File: config.mk
export PLATFORM = sky130hd
export DESIGN_NAME = i2c_transfer_sequencer
export DESIGN_NICKNAME = d
export VERILOG_FILES = /design/src/its_pkg.sv /design/src/its_datapath.sv /design/src/its_ctrl.sv /design/src/i2c_transfer_sequencer.sv
export VERILOG_INCLUDE_DIRS = /design/src /design/src/src
export SDC_FILE = /design/constraint.sdc
export NUM_CORES = 1
export LEC_CHECK = 0
export BUFFER_PORTS_ARGS = -buffer_cell sky130_fd_sc_hd__buf_4
export CAP_MARGIN = 30
export CORE_ASPECT_RATIO = 0.8
export CORE_MARGIN = 4
export CORE_UTILIZATION = 38
export CTS_CLUSTER_DIAMETER = 150
export DETAILED_ROUTE_END_ITERATION = 10
export GPL_ROUTABILITY_DRIVEN = 0
export GPL_TIMING_DRIVEN = 0
export MAX_ROUTING_LAYER = met4
export PLACE_DENSITY = 0.59
export SYNTH_ARGS = -nofsm -noshare
export SYNTH_HDL_FRONTEND = slang
export SYNTH_SLANG_ARGS = --single-unit
File: constraint.sdc
create_clock -name i_clk -period 8.01 [get_ports i_clk]
set_input_delay 0.801 -clock i_clk [delete_from_list [all_inputs] [get_ports i_clk]]
set_output_delay 0.801 -clock i_clk [all_outputs]
set_load 0.03 [all_outputs]
File: src/i2c_transfer_sequencer_assert.svh
// Assertion macros shared by the sequencer RTL.
// Included by the modules that carry concurrent assertions.
`ifndef I2C_TRANSFER_SEQUENCER_ASSERT_SVH
`define I2C_TRANSFER_SEQUENCER_ASSERT_SVH

// implication checked every clock, muted in reset
`define SEQ_ASSERT_IMP(label, clk, rst_n, ante, cons) \
    label: assert property (@(posedge clk) disable iff (!rst_n) (ante) |-> (cons)) \
        else $error("assertion failed");

// next-cycle implication
`define SEQ_ASSERT_NEXT(label, clk, rst_n, ante, cons) \
    label: assert property (@(posedge clk) disable iff (!rst_n) (ante) |=> (cons)) \
        else $error("assertion failed");

`endif

File: src/its_pkg.sv
// Types and constants of the I2C transfer sequencer.
// No dependencies.
package its_pkg;

    localparam logic [2:0] K_LOAD  = 3'd0;
    localparam logic [2:0] K_START_WR = 3'd1;
    localparam logic [2:0] K_START_RD = 3'd2;
    localparam logic [2:0] K_TICK  = 3'd3;
    localparam logic [2:0] K_FETCH = 3'd4;
    localparam logic [2:0] K_ADDR  = 3'd5;

    localparam logic [2:0] O_STATUS = 3'd0;
    localparam logic [2:0] O_PUSH   = 3'd1;
    localparam logic [2:0] O_START  = 3'd2;
    localparam logic [2:0] O_RDATA  = 3'd3;
    localparam logic [2:0] O_ADDR   = 3'd4;

    localparam logic [1:0] ST_OK   = 2'd0;
    localparam logic [1:0] ST_BUSY = 2'd1;
    localparam logic [1:0] ST_LONG = 2'd2;
    localparam logic [1:0] ST_BADA = 2'd3;

    localparam logic [7:0] ADDR_BAD_BIT = 8'h80;
    localparam logic [7:0] ADDR_MASK    = 8'h7F;
    localparam int unsigned MAX_PUSH = 16;

    typedef enum logic [5:0] {
        PH_ENTRY  = 6'b000001,
        PH_READY  = 6'b000010,
        PH_TX     = 6'b000100,
        PH_WAIT   = 6'b001000,
        PH_RDPEND = 6'b010000,
        PH_RX     = 6'b100000
    } t_phase;

    typedef struct packed {
        logic [2:0] kind;
        logic [4:0] index;
        logic [7:0] data_byte;
        logic [7:0] length;
        logic [4:0] tx_free;
        logic       rx_valid;
        logic [7:0] rx_byte;
        logic       xfer_done;
        logic       xfer_error;
        logic       stretch_timeout;
        logic       tx_empty;
    } t_in_item;

    typedef struct packed {
        logic [2:0] out_kind;
        logic [1:0] status;
        logic [7:0] value;
        logic       start_is_read;
        logic [7:0] start_length;
        logic       ready_res;
        logic       last;
    } t_out_item;

    // controller -> datapath
    typedef struct packed {
        logic       wr_load;     // write store write
        logic       rx_store;    // read store write at read_pos, advance
        logic       wr_reset;    // write_pos <= 0, write_count <= length
        logic       clear_all;   // ready entry clears counters
        logic       rd_set;      // read_pos <= 0, read_count <= length
        logic       push;        // emit write byte, advance write_pos
        logic       emit;        // emit result from fields below
        logic [2:0] kind;
        logic [1:0] status;
        logic       use_fetch;   // value from read store
        logic [7:0] value;
        logic       is_read;
        logic [7:0] slen;
        logic       ready_res;
        logic       last;
    } t_cmd;

    // datapath -> controller
    typedef struct packed {
        logic wr_more;   // write_pos < write_count
        logic rd_more;   // read_pos < read_count
        logic busy;      // output register occupied
        logic [7:0] read_count;
    } t_sts;

endpackage

File: src/its_datapath.sv
// Datapath: write and read stores, position counters, output register.
// Depends on its_pkg.
module its_datapath import its_pkg::*; #(
    parameter int WRITE_DEPTH = 32,
    parameter int READ_DEPTH  = 32
) (
    input  logic      i_clk,
    input  logic      i_rst_n,
    input  t_in_item  i_item,
    input  t_cmd      i_cmd,
    output t_sts      o_sts,
    output logic      o_valid,
    input  logic      i_stall,
    output t_out_item o_item
);
    localparam int WA = (WRITE_DEPTH > 1) ? $clog2(WRITE_DEPTH) : 1;
    localparam int RA = (READ_DEPTH > 1) ? $clog2(READ_DEPTH) : 1;

    logic [7:0] r_wmem [WRITE_DEPTH];
    logic [7:0] r_rmem [READ_DEPTH];
    logic [7:0] r_write_pos, r_write_count, r_read_pos, r_read_count;
    logic [7:0] r_wdata, r_rdata;
    logic       r_valid, r_pend;
    t_cmd       r_cmd_q;
    t_out_item  r_out;
    logic       n_valid;
    logic [7:0] idx;

    assign idx = {3'd0, i_item.index};

    // store reads registered; the command and read data are registered before the result is formed
    always_ff @(posedge i_clk) begin
        if (i_cmd.wr_load && 32'(idx) < WRITE_DEPTH)
            r_wmem[idx[WA-1:0]] <= i_item.data_byte;
        if (i_cmd.rx_store && 32'(r_read_pos) < READ_DEPTH)
            r_rmem[r_read_pos[RA-1:0]] <= i_item.rx_byte;
        r_wdata <= (32'(r_write_pos) < WRITE_DEPTH) ? r_wmem[r_write_pos[WA-1:0]] : 8'd0;
        r_rdata <= (32'(idx) < READ_DEPTH) ? r_rmem[idx[RA-1:0]] : 8'd0;
        r_cmd_q <= i_cmd;
    end

    always_ff @(posedge i_clk) begin
        if (!i_rst_n) begin
            r_write_pos <= '0; r_write_count <= '0;
            r_read_pos <= '0; r_read_count <= '0;
            r_pend <= 1'b0;
        end else begin
            r_pend <= i_cmd.emit;
            if (i_cmd.clear_all) begin
                r_write_pos <= '0; r_write_count <= '0;
                r_read_pos <= '0; r_read_count <= '0;
            end
            if (i_cmd.wr_reset) begin
                r_write_pos <= '0;
                r_write_count <= i_item.length;
            end
            if (i_cmd.push) r_write_pos <= r_write_pos + 8'd1;
            if (i_cmd.rd_set) begin
                r_read_pos <= '0;
                r_read_count <= i_item.length;
            end
            if (i_cmd.rx_store) r_read_pos <= r_read_pos + 8'd1;
        end
    end

    always_comb begin
        n_valid = r_valid;
        if (r_valid && !i_stall) n_valid = 1'b0;
        if (r_pend) n_valid = 1'b1;
    end

    always_ff @(posedge i_clk) begin
        if (!i_rst_n) r_valid <= 1'b0;
        else r_valid <= n_valid;
    end

    always_ff @(posedge i_clk) begin
        if (r_pend) begin
            r_out.out_kind      <= r_cmd_q.kind;
            r_out.status        <= r_cmd_q.status;
            r_out.value         <= r_cmd_q.push ? r_wdata :
                                   (r_cmd_q.use_fetch ? r_rdata : r_cmd_q.value);
            r_out.start_is_read <= r_cmd_q.is_read;
            r_out.start_length  <= r_cmd_q.slen;
            r_out.ready_res     <= r_cmd_q.ready_res;
            r_out.last          <= r_cmd_q.last;
        end
    end

    assign o_valid = r_valid;
    assign o_item  = r_out;
    assign o_sts.wr_more = r_write_pos < r_write_count;
    assign o_sts.rd_more = r_read_pos < r_read_count;
    assign o_sts.busy = r_pend || (r_valid && i_stall);
    assign o_sts.read_count = r_read_count;

`include "i2c_transfer_sequencer_assert.svh"
    `SEQ_ASSERT_IMP(a_no_overwrite, i_clk, i_rst_n, r_pend, !(r_valid && i_stall))
    `SEQ_ASSERT_IMP(a_push_has_data, i_clk, i_rst_n, i_cmd.push, r_write_pos < r_write_count)
    `SEQ_ASSERT_IMP(a_rx_in_range, i_clk, i_rst_n, i_cmd.rx_store, r_read_pos < r_read_count)
endmodule

File: src/its_ctrl.sv
// Controller: phase machine and per-item result sequencing.
// Depends on its_pkg.
module its_ctrl import its_pkg::*; #(
    parameter int WRITE_DEPTH = 32,
    parameter int READ_DEPTH  = 32,
    parameter int FIFO_DEPTH  = 16
) (
    input  logic     i_clk,
    input  logic     i_rst_n,
    input  logic     i_valid,
    output logic     o_stall,
    input  t_in_item i_item,
    output t_in_item o_item,
    input  t_sts     i_sts,
    output t_cmd     o_cmd
);
    typedef enum logic [3:0] {
        S_IDLE  = 4'b0001,
        S_PUSH  = 4'b0010,
        S_START = 4'b0100,
        S_FINAL = 4'b1000
    } t_step;

    localparam int LIM = (FIFO_DEPTH < MAX_PUSH) ? FIFO_DEPTH : MAX_PUSH;

    t_step      r_step, n_step;
    t_phase     r_phase, n_phase;
    logic       r_raw, n_raw;
    t_in_item   r_item;
    logic [4:0] r_room, n_room;
    logic       r_wr;      // item is start write (else tick)
    logic [1:0] r_fstat;
    t_cmd       n_cmd;
    logic       accept;
    logic [4:0] lim;

    assign o_stall = (r_step != S_IDLE) || i_sts.busy;
    assign accept  = i_valid && !o_stall;
    assign o_item  = accept ? i_item : r_item;
    assign lim = (32'(i_item.tx_free) > LIM) ? 5'(LIM) : i_item.tx_free;

    always_comb begin
        n_step = r_step; n_phase = r_phase; n_raw = r_raw; n_room = r_room;
        n_cmd = '0;
        n_cmd.ready_res = (r_phase == PH_READY);
        case (r_step)
            S_IDLE: if (accept) begin
                n_cmd.emit = 1'b1;
                n_cmd.last = 1'b1;
                n_cmd.kind = O_STATUS;
                case (i_item.kind)
                    K_LOAD: begin
                        if (32'(i_item.index) >= WRITE_DEPTH) n_cmd.status = ST_LONG;
                        else if (r_phase == PH_TX) n_cmd.status = ST_BUSY;
                        else n_cmd.wr_load = 1'b1;
                    end
                    K_START_WR: begin
                        if (32'(i_item.length) > WRITE_DEPTH) n_cmd.status = ST_LONG;
                        else if (r_phase != PH_READY) n_cmd.status = ST_BUSY;
                        else begin
                            n_cmd = '0;
                            n_cmd.wr_reset = 1'b1;
                            n_room = lim;
                            n_step = S_PUSH;
                        end
                    end
                    K_START_RD: begin
                        if (32'(i_item.length) > READ_DEPTH) n_cmd.status = ST_LONG;
                        else begin
                            n_cmd.rd_set = 1'b1;
                            if (r_phase == PH_TX || r_phase == PH_WAIT) n_raw = 1'b1;
                            else if (r_phase == PH_READY) begin
                                n_phase = PH_RX;
                                n_cmd.kind = O_START;
                                n_cmd.is_read = 1'b1;
                                n_cmd.slen = i_item.length;
                                n_cmd.last = 1'b0;
                                n_cmd.ready_res = 1'b0;
                                n_step = S_FINAL;
                            end else n_cmd.status = ST_BUSY;
                        end
                    end
                    K_TICK: begin
                        case (r_phase)
                            PH_ENTRY: begin
                                n_cmd.clear_all = 1'b1;
                                n_raw = 1'b0;
                                n_phase = PH_READY;
                            end
                            PH_TX: begin
                                n_cmd.emit = 1'b0;
                                n_room = lim;
                                n_step = S_PUSH;
                            end
                            PH_WAIT: begin
                                if (r_raw) n_phase = PH_RDPEND;
                                else if (i_item.xfer_done) n_phase = PH_ENTRY;
                            end
                            PH_RDPEND: begin
                                if (i_item.xfer_error || i_item.stretch_timeout) begin
                                    n_raw = 1'b0;
                                    n_phase = PH_WAIT;
                                end else if (i_item.tx_empty) begin
                                    n_phase = PH_RX;
                                    n_cmd.kind = O_START;
                                    n_cmd.is_read = 1'b1;
                                    n_cmd.slen = i_sts.read_count;
                                    n_cmd.last = 1'b0;
                                    n_step = S_FINAL;
                                end
                            end
                            PH_RX: begin
                                if (i_sts.rd_more && i_item.rx_valid) n_cmd.rx_store = 1'b1;
                                if (i_item.xfer_done) n_phase = PH_ENTRY;
                            end
                            default: ;
                        endcase
                        n_cmd.ready_res = (n_phase == PH_READY);
                    end
                    K_FETCH: begin
                        n_cmd.kind = O_RDATA;
                        if (32'(i_item.index) < READ_DEPTH) n_cmd.use_fetch = 1'b1;
                        else n_cmd.status = ST_LONG;
                    end
                    K_ADDR: begin
                        if ((i_item.data_byte & ADDR_BAD_BIT) != 8'd0) n_cmd.status = ST_BADA;
                        else begin
                            n_cmd.kind = O_ADDR;
                            n_cmd.value = i_item.data_byte & ADDR_MASK;
                        end
                    end
                    default: ;
                endcase
                if (n_step == S_FINAL && i_item.kind == K_START_RD)
                    n_cmd.ready_res = 1'b0;
            end
            S_PUSH: if (!i_sts.busy) begin
                if (i_sts.wr_more && r_room != 5'd0) begin
                    n_cmd.push = 1'b1;
                    n_cmd.emit = 1'b1;
                    n_cmd.kind = O_PUSH;
                    n_cmd.ready_res = 1'b0;
                    n_room = r_room - 5'd1;
                end else begin
                    if (r_wr) begin
                        n_phase = i_sts.wr_more ? PH_TX : PH_WAIT;
                        n_cmd.emit = 1'b1;
                        n_cmd.kind = O_START;
                        n_cmd.slen = r_item.length;
                        n_step = S_FINAL;
                    end else begin
                        if (!i_sts.wr_more) n_phase = r_raw ? PH_RDPEND : PH_WAIT;
                        n_cmd.emit = 1'b1;
                        n_cmd.last = 1'b1;
                        n_step = S_IDLE;
                    end
                    n_cmd.ready_res = 1'b0;
                end
            end
            S_START: n_step = S_FINAL;
            S_FINAL: if (!i_sts.busy) begin
                n_cmd.emit = 1'b1;
                n_cmd.last = 1'b1;
                n_cmd.ready_res = (r_phase == PH_READY);
                n_step = S_IDLE;
            end
            default: n_step = S_IDLE;
        endcase
        o_cmd = n_cmd;
    end

    always_ff @(posedge i_clk) begin
        if (!i_rst_n) begin
            r_step <= S_IDLE;
            r_phase <= PH_READY;
            r_raw <= 1'b0;
        end else begin
            r_step <= n_step;
            r_phase <= n_phase;
            r_raw <= n_raw;
        end
    end

    always_ff @(posedge i_clk) begin
        r_room <= n_room;
        r_fstat <= n_cmd.status;
        if (accept) begin
            r_item <= i_item;
            r_wr <= (i_item.kind == K_START_WR);
        end
    end

`include "i2c_transfer_sequencer_assert.svh"
    `SEQ_ASSERT_IMP(a_push_only_tx, i_clk, i_rst_n, o_cmd.push, r_step == S_PUSH)
    `SEQ_ASSERT_IMP(a_stall_busy, i_clk, i_rst_n, r_step != S_IDLE, o_stall)
    `SEQ_ASSERT_NEXT(a_fstat_ok, i_clk, i_rst_n, r_step == S_FINAL && !i_sts.busy,
        r_step == S_IDLE && r_fstat == ST_OK)
endmodule

File: src/i2c_transfer_sequencer.sv
// I2C transfer sequencer: a command item enters, one or more result items leave.
// Every result passes one output register and is formed only when that register
// is free. A start read or a tick that issues the read start yields a start and
// a status result, a tick in transmit one result per FIFO push and a status,
// and a start write its pushes, a start and a status (at most 16 pushes).
// The input stalls while an item's results are still being produced or the
// output register holds a result not yet taken. Depends on its_pkg.
module i2c_transfer_sequencer import its_pkg::*; #(
    parameter int WRITE_DEPTH = 32,
    parameter int READ_DEPTH  = 32,
    parameter int FIFO_DEPTH  = 16
) (
    input  logic      i_clk,
    input  logic      i_rst_n,
    input  logic      i_valid,
    output logic      o_stall,
    input  t_in_item  i_item,
    output logic      o_valid,
    input  logic      i_stall,
    output t_out_item o_item
);
    t_cmd     cmd;
    t_sts     sts;
    t_in_item cur;

    its_ctrl #(.WRITE_DEPTH(WRITE_DEPTH), .READ_DEPTH(READ_DEPTH),
               .FIFO_DEPTH(FIFO_DEPTH)) u_ctrl (
        .i_clk, .i_rst_n, .i_valid, .o_stall, .i_item,
        .o_item(cur), .i_sts(sts), .o_cmd(cmd)
    );

    its_datapath #(.WRITE_DEPTH(WRITE_DEPTH), .READ_DEPTH(READ_DEPTH)) u_dp (
        .i_clk, .i_rst_n, .i_item(cur), .i_cmd(cmd), .o_sts(sts),
        .o_valid, .i_stall, .o_item
    );
endmodule
==> metrics.txt <==
largest net degree at the start of global routing=34; # rows=87; Critical path destination=u_dp.r_rdata[7]; Worst EP required=8380 ps; post-synthesis mux area share=8.72%; sequential fraction of the synthesis area=68.7%; share of synthesized cell area in full adder, half adder and majority cells=0.925%; hold_buf cts=0; IO Pins=72; post-synthesis simple-gate area fraction=9.66%; grt met3 use=5.60%; post-synthesis instance total=1894; most used routing layer=met1; Comb power frac=12.9%; top post-synthesis cells by area=edfxtp_1 60%, dfxtp_1 8.5%, mux4_2 6.7%; Setup crit start=u_dp.r_pend; Cell variety after synth=80; MaxCap Viol Count=0; RSZ-0062 raised after global routing=false; XOR/XNOR share of the synthesized area=0.259%; Critical Path Sink Type=flop; Chip Height=247 um; EDFF count, synth=542; Multi-input gate area=7830 um^2; Placement Cell Area=29200 um^2; DR DRC count=0; r2r worst-path depth=10; chip width=306 um; Die Area=75500 um^2; Min Clock Period, post-route=5110 ps; TritonCTS buffer count=71; worst slew pin tran=1270 ps; VDD IR-drop max=0.151 mV; setup bufs post-CTS=0; post-CTS sizing=0; Syn Std Cell Area=27000 um^2; Setup CP Type=flop to flop; ys async rst share=0%; share of cells above drive strength 1=15.7%; Switching Fraction=25.5%; synthesized area per cell=14.3 um^2; largest family of logic cells by synthesized area=simple AND/OR/NAND/NOR gates; 1st-iter DRT viols=2869; Hold WC Path Type=flop to flop; GRT Total Usage=21.5%; Cell Int Power=0.00648 W; leakage power=10.4 nW; Initial Util=38.3%; status=finished clean; insertion delay to the later sink of the worst-skew pair=620 ps; Syn-to-layout area delta=17.7%; CTS tree=done; Final Max Slew Viols=0; reg2reg start=u_dp.r_pend; First-pass DRT Iterations=6; Compound-Gate Fraction of Synth Area=9.33%; Filler cells=6230; vias per cell=5.95; post-layout util=45.1%; final wirelength=80000 um; r2r setup slk=2900 ps; H-tree levels=3; Fmax=196 MHz; YS warnings=0; NetSw=0.00222 W; clk sink count=657; #FFs+latches synth=657; hpwl dp=56100 um; Final Cycle Share=63.7%; Nets=2127; Critical Path Source Type=flop; grt total ovfl=0; DR vias=18156; post-synth net total=1960; met1 Usage GRT=31.4%; Clock Tree Buf Depth=3; met2 GRT Util=30.3%; final setup fails=0; DR WL/cell=26.2 um; Seq pwr share=45.7%; top cell type's share of synthesized area=60.2%; first-pass GRT wire length=117000 um; design area=31800 um^2; vias in the first global route=17248; Buffers on Ports=69; post-route antenna net violation count=0; clk root buf=clkbuf_16; crit path max fanout=17; core footprint=70500 um^2; Pwr per Cell Area=273 nW/um^2; register area=18600 um^2; initial antenna violation count=3; final hold vios=0; clock slew seen by the registers of the worst setup and hold paths=60 ps; clock group share of total power=41.4%; setup TNS=0 ps; Critical Path AT=5480 ps; skew final=23.7 ps; Slew headroom=13.1%; Main synth FF type=edfxtp_1; area leader, netlist=edfxtp_1; RR Endpoint=u_dp.r_rdata[7]
-- metal layers --
metal	up-vias	share of wire [%]
li1	7753	-
met1	9112	44
met2	1126	42
met3	165	11
met4	0	2.4
met5	-	0
-- power by group through the flow --
stage	logic, W	clock network [W]	registers (W)
finish	0.00112	0.00360	0.00398
global route	0.00117	0.00378	0.00398
CTS	0.00109	0.00364	0.00398
detailed placement	0.00108	0	0.00405
global placement	0.000931	0	0.00407
floorplan	0.000511	0	0.00405
-- synth_stat cells, types with 5 or more instances --
library cell  count
nand3b_1         17
dfxtp_1         115
a21boi_0          5
mux4_2           80
inv_1            34
nand2b_1         10
mux2i_1          23
o22ai_1           6
a21oi_1          82
nand2_1         130
o2111a_1          7
and3_1           14
nor3_1           15
nand4_1          26
o21ai_0         117
or3_1             9
a31oi_1           8
mux2_1           16
o31a_1            5
a211o_1           8
buf_2            12
and4_1            6
nor2_1          120
nand3_1         128
a2111oi_0        31
a22oi_1           6
nor4_1           13
buf_1            11
o31ai_1           5
or2_2             5
o2bb2ai_1         9
a21o_1           15
clkbuf_1         97
o21bai_1          6
ha_1             20
and2_1           12
mux2_2           13
o211ai_1          9
a211oi_1         28
edfxtp_1        542
-- worst max-delay path: stages (launching register included) --
cell and delay (ps):
dfxtp_1 780, buf_16 240, a21o_1 90, clkbuf_1 410
clkbuf_1 560, nor4_1 130, a41oi_1 390, clkbuf_1 640
a211oi_1 150, a2111oi_0 1090, nand4_1 380
-- registers in the layout (all words and copies together) (netlist names) --
register,flops
u_ctrl.r_item,29
u_ctrl.r_phase,6
u_ctrl.r_raw,1
u_ctrl.r_room,5
u_ctrl.r_step,4
u_ctrl.r_wr,1
u_dp.o_item,24
u_dp.o_valid,1
u_dp.r_cmd_q,25
u_dp.r_pend,1
u_dp.r_rdata,8
u_dp.r_read_count,8
u_dp.r_read_pos,8
u_dp.r_rmem,256
u_dp.r_wdata,8
u_dp.r_wmem,256
u_dp.r_write_count,8
u_dp.r_write_pos,8
-- worst min path at each step --
| stage | slack, ps | from | cells past startpoint | endpoint |
|---|---|---|---|---|
| after floorplan | 390 | u_dp.r_cmd_q[0] | 0 | u_dp.o_item[0] |
| after global placement | 390 | u_dp.r_cmd_q[20] | 0 | u_dp.o_item[19] |
| after detailed placement | 390 | u_dp.r_cmd_q[3] | 0 | u_dp.o_item[3] |
| after CTS | 400 | u_dp.r_cmd_q[23] | 0 | u_dp.o_item[22] |
| after global routing | 400 | u_dp.r_cmd_q[3] | 0 | u_dp.o_item[3] |
| final | 390 | u_dp.r_cmd_q[23] | 0 | u_dp.o_item[22] |
-- layout by cell type (no fill, tap or decap), drive strengths merged, types with 23 or more instances in the layout --
| cell type | Yosys | final |
|---|---|---|
| clkbuf | 97 | 184 |
| mux4 | 80 | 80 |
| inv | 35 | 36 |
| nand2 | 131 | 131 |
| nor2 | 121 | 121 |
| buf | 28 | 122 |
| nand3 | 128 | 128 |
| a2111oi | 31 | 31 |
| edfxtp | 542 | 542 |
| mux2 | 29 | 29 |
| clkinv | 1 | 24 |
| o21ai | 118 | 118 |
| nand4 | 26 | 26 |
| dfxtp | 115 | 115 |
| mux2i | 23 | 23 |
| a211oi | 28 | 28 |
| a21oi | 82 | 82 |
-- through the flow --
step,std cells,total power (W),worst slack (ps),hold WS (ps)
final,3052,0.00870,2900,394
after global placement,2897,0.00500,2870,387
after floorplan,1894,0.00456,4790,386
after CTS,3049,0.00870,3200,396
after detailed placement,2920,0.00513,3110,389
after global routing,3052,0.00893,2970,404
-- cells by family after synthesis --
| kind of cell | Yosys count |
|---|---|
| flip-flops | 657 |
| AND/OR/NAND/NOR | 531 |
| AO/OA/AOI/OAI | 384 |
| buffers and inverters | 161 |
| multiplexers | 132 |
| adder cells (fa/ha/maj) | 20 |
| XOR/XNOR | 8 |
| other | 1 |
-- layout make-up --
type / instances / share of cell area, %
Antenna cell: 1 / 0.00786
Buffer: 125 / 1.62
Clock buffer: 87 / 6.03
Clock inverter: 42 / 2.10
Inverter: 36 / 0.424
Multi-Input combinational cell: 1076 / 24.6
Sequential cell: 657 / 58.4
Tap cell: 934 / 3.67
Timing Repair Buffer: 94 / 3.20
Power figures use the tool's default switching activity.
